## src/design/secps_ram.sv

```systemverilog
// Generic single-write, single-read synchronous RAM with a registered read.
// Standalone; used for the vertex and edge normal stores of the shader.
`timescale 1ns / 1ps

module secps_ram #(
    parameter int WIDTH = 32,
    parameter int DEPTH = 9
) (
    input  logic                     clk,
    input  logic                     we,
    input  logic [$clog2(DEPTH)-1:0] waddr,
    input  logic [WIDTH-1:0]         wdata,
    input  logic [$clog2(DEPTH)-1:0] raddr,
    output logic [WIDTH-1:0]         rdata
);

    logic [WIDTH-1:0] mem [DEPTH];

    always_ff @(posedge clk)
    begin
        if (we)
        begin
            mem[waddr] <= wdata;
        end
        rdata <= mem[raddr];
    end

endmodule

```

## config.mk

```make
export PLATFORM = sky130hd
export DESIGN_NAME = secps_ram
export DESIGN_NICKNAME = d
export VERILOG_FILES = /design/src/design/secps_ram.sv
export SDC_FILE = /design/constraint.sdc
export NUM_CORES = 1
export LEC_CHECK = 0
export BUFFER_PORTS_ARGS = -buffer_cell sky130_fd_sc_hd__buf_2
export CORE_UTILIZATION = 54
export CTS_CLUSTER_SIZE = 24
export DETAILED_ROUTE_END_ITERATION = 6
export PLACE_DENSITY = 0.7
export SYNTH_ARGS = -nofsm -noshare
export SYNTH_HDL_FRONTEND = slang
export SYNTH_SLANG_ARGS = --single-unit
```

## constraint.sdc

```tcl
create_clock -name clk -period 6.7 [get_ports clk]
set_input_delay 1.005 -clock clk [delete_from_list [all_inputs] [get_ports clk]]
set_output_delay 1.005 -clock clk [all_outputs]
set_load 0.05 [all_outputs]
```

== Word level (Yosys, flattened, before mapping) ==
Memory sizes are Yosys's and may differ from the RTL's. A register that Yosys moved wholly into a read port is not among the register bits.
Cells that the tools add are included.
Storage, ports and cells
  memories kept: 1
  input bits: 42
  RAM bits: 288
  word-level logic and storage cells: 3
  register bits after elaboration: 0
  output and inout bits: 32
Memories
  mem: depth 9, width 32, read ports 1, clocked after Yosys merged registers in 1, wr ports 1, line 17  | logic [WIDTH-1:0] mem [DEPTH];
Operators by class
  muxes and demuxes: 2
Operators by type and width (number)
  2-to-1 mux 1 bit: 2

== Longest topological paths before layout ==
  depth in word-level cells: 2
  gate-level depth with buffers: 5
  depth with buffers taken out: 3

== Worst setup path after synthesis ==
Ideal clock, no wire load.
  path kind: input to register
  start point: input port waddr[1]
  end point: memory mem[8][0] (enable)
  slack: 1977 ps
  setup time: 505 ps
  path buffers: 0
  arrival: 4218 ps
  stages on the path: 1
  required time: 6195 ps
  path through: nor4_1
RTL lines
  start: declaration: line 11  | input logic [$clog2(DEPTH)-1:0] waddr,
  end: declaration: line 17
Straight into the memory's write port.

==> results.md <==
Logic synthesis:
- Counting every instance in the synthesized netlist gives 629.
- The synthesized netlist net count is 671.
- The number of unique standard cell types used by synthesis is 20.
- By area the synthesized netlist is led by edfxtp_1 (73%), mux2_2 (6.0%), dfxtp_1 (5.4%), mux2i_1 (5.4%), a22o_1 (2.4%).
- After synthesis, the mean cell area works out to 18.91 um2.
- The synthesized design devotes to its leading area cell type 72.70% of total area.
- The dominant cell type by area after synthesis is edfxtp_1.
- The post-synthesis instance area is 11900 um2.
- Counting flops and latches in the post-synthesis netlist gives 320.
- The proportion of synthesized chip area in sequential cells is 78.09%.
- The Yosys warning count is 0.

Timing:
- Setup repair after global routing left no endpoint under its margin.
- The maximum achievable frequency is 348.7 MHz.
- The final clock period utilization by the worst path is 42.81%.
- The number of endpoints with negative hold slack in the final report is 0.
- The number of setup violations in the final report is 0.
- Measured against its own limit, the worst slew margin works out to 28.22%.
- After routing, the total negative slack on setup checks comes to 0 ns.
- Counting I/O delays and the setup requirement, the final critical path takes 2.868 ns.
- The number of slew-limit violations in the final report came to 0.
- For the final database, setup skew stands at 0.007306 ns.
- For the pin with the worst max-slew slack, the measured transition is 1.074 ns.

Final layout:
- The net count of the finished layout is 760.
- Of the cells placed in the final design, the portion with a size suffix greater than 1 is 30.65%.
- The number of standard cells in the layout, taps in and fillers out is 1020.
- In the layout the commonest cells are edfxtp_1 (288), buf_2 (72), mux2i_1 (64), mux2_2 (63), clkbuf_16 (37).
- The most common cell after layout, fill and taps aside is edfxtp_1.
- Relative to the synthesized area, the layout overhead comes to 15.15%.

Worst setup path:
- The startpoint identified for the worst register-to-register timing path is mem[6][23].
- The required time of the critical path is 7.05 ns.
- The kind of start point of the critical path is an input port.
- The arrival time of the worst setup path is 3.22 ns.
- The worst-path maximum fanout is 75.
- The critical path starts at raddr[0].
- By startpoint and endpoint, the worst setup path is classified as input port to flip-flop.
- The critical path capture point type is a flip-flop.

Clock tree:
- The deepest level of the CTS H-tree is 2.
- At the later pin of the worst-skew pair, clock insertion delay measures 0.50 ns.
- Buffers inserted during clock tree synthesis total 34.
- The clock sink total is 320.
- The clock tree from TritonCTS is built.
- The post-CTS setup buffer count is 0.
- The longest clock path from root to sink contains 3 buffers.
- Once the clock tree was built, the resizer swapped 0 gates to a different size.
- The root buffer cell is clkbuf_16.
- After clock tree synthesis, the clock-pin slew on the worst setup and hold paths is 0.06 ns.
- The post-cts hold buffer count is 0.

Detailed routing:
- The number of iterations in the first detailed-routing pass is 5.
- The detailed router's first-iteration violation count is 315.
- The count of nets left with antenna violations once routing finished came out at 0.
- The routed design has 23180 um of wire.
- For this run, design rule violations remaining after detail routing come to 0.
- After detailed routing, the number of vias per cell comes to 5.726.
- After detailed routing, the average wire length per cell comes to 22.72 um.
- The detailed router placed 5841 vias in this run.

Pwr:
- In this run the static leakage power is 4.761 nW.
- The worst vdd rail ir drop is 185.4 uV.
- In this run the power density over the cells is 315.2 nW/um2.

Min path:
- The start point of the worst min-delay path is mem[8][2].
- The tightest min-delay check is of the flip-flop to flip-flop type.

Die:
- For this design the top-level I/O count stands at 74.
- The core area is 21290 um2.
- In this run the core area contains 53 standard-cell rows.
- Once the floorplan was initialized, standard cells occupied 55.88% of the core.
- In this run the vertical extent of the chip is 150.4 um.
- The floorplan die width is 150.4 um.
- The full die area is 22630 um2.

Global route:
- The initial antenna violation count is 2.
- The first global-routing pass estimated 34670 um of wire.
- The via count of the first global-routing pass was 6073.
- For this run, the total global-route usage over all layers was measured as 21.23%.
- Entering global routing, the biggest net connects 76 pins.
- The final global-route overflow total is 0.

Placement:
- The routability congestion estimate from global placement is 0.7000.
- The total half-perimeter wirelength after legalization and detailed placement is 11630 um.
- In this run the tool buffered the top-level ports with 73 buffer cells.
- Once placement completed, the tool counted placed cells totaling 957.

Run status:
- The flow ran to the end, and the final reports show no timing, DRC or antenna violations.

Job:
- The max-capacitance violation count is 0.
stage by stage:
stage | setup WS [ns] | total power, mW | util [%] | hold WS (ns) | cell area, um2
after floorplan | 1.977 | 2.460 | - | 0.4176 | 11900
after global placement | 3.476 | 2.535 | 59.16 | 0.4250 | 12590
after detailed placement | 3.351 | 2.547 | 59.16 | 0.4414 | 12590
after CTS | 3.881 | 4.353 | 64.33 | 0.4542 | 13690
after global routing | 3.761 | 4.449 | 64.34 | 0.4790 | 13700
final | 3.832 | 4.317 | 64.34 | 0.4507 | 13700
registers in the layout, indices dropped and copies added, names as in the netlist:
register and flops:
rdata 32, mem 288
cell type report:
cell class,count,area (um2)
sequential,320,9289
fill,1422,7590
multi-input combinational,275,2484
clock buffer,53,1006
timing repair buffer,87,476.7
tap,275,344.1
clock inverter,9,95.09
antenna,1,2.502
final timing paths:
check	endpoint	slack, ns	cells past startpoint
worst min-delay path	rdata[2]	0.45	2
worst max register to register	rdata[23]	5.60	3
worst max-delay path	rdata[7]	3.83	5
worst min register to register	rdata[2]	0.45	2
power by group:
part / leakage (nW) / total, mW / switching (mW) / internal (mW)
logic: 1.36 / 0.263 / 0.180 / 0.0834
registers: 2.87 / 2.24 / 0.0131 / 2.23
clock network: 0.526 / 1.81 / 0.703 / 1.11
total: 4.76 / 4.32 / 0.896 / 3.42
Yosys cell counts:
cell,count
edfxtp_1,288
mux2i_1,64
mux2_2,63
nand2_1,35
a22o_1,32
dfxtp_1,32
o22ai_1,32
o31ai_2,22
clkbuf_1,20
o31ai_1,10
buf_4,9
nor2_1,7
buf_6,5
nand2b_1,3
nor3_1,2
mux2_1,1
nand3b_1,1
nor2b_1,1
nor4_1,1
or3b_2,1
critical path: stages:
cell     delay [ns]
buf_6          0.55
buf_4          0.80
mux2_2         0.42
o22ai_1        0.21
o31ai_2        0.10
logic make-up (layout without fill, tap and decap cells):
kind of cell           Yosys count  count (layout)  synth area share, %
AO/OA/AOI/OAI                   96              96                6.984
other                            0               1                    0
multiplexers                   128             128                11.44
AND/OR/NAND/NOR                 51              51                1.809
flip-flops                     320             320                78.09
buffers and inverters           34             149                1.672
metal layers:
layer | share of wire [%] | track usage (%)
met1 | 40 | 25.90
met2 | 54 | 37.97
met3 | 4.5 | 4.273
met4 | 1.3 | 6.313
met5 | 0.065 | 0
Note: power is estimated with default switching activity, not from simulation.
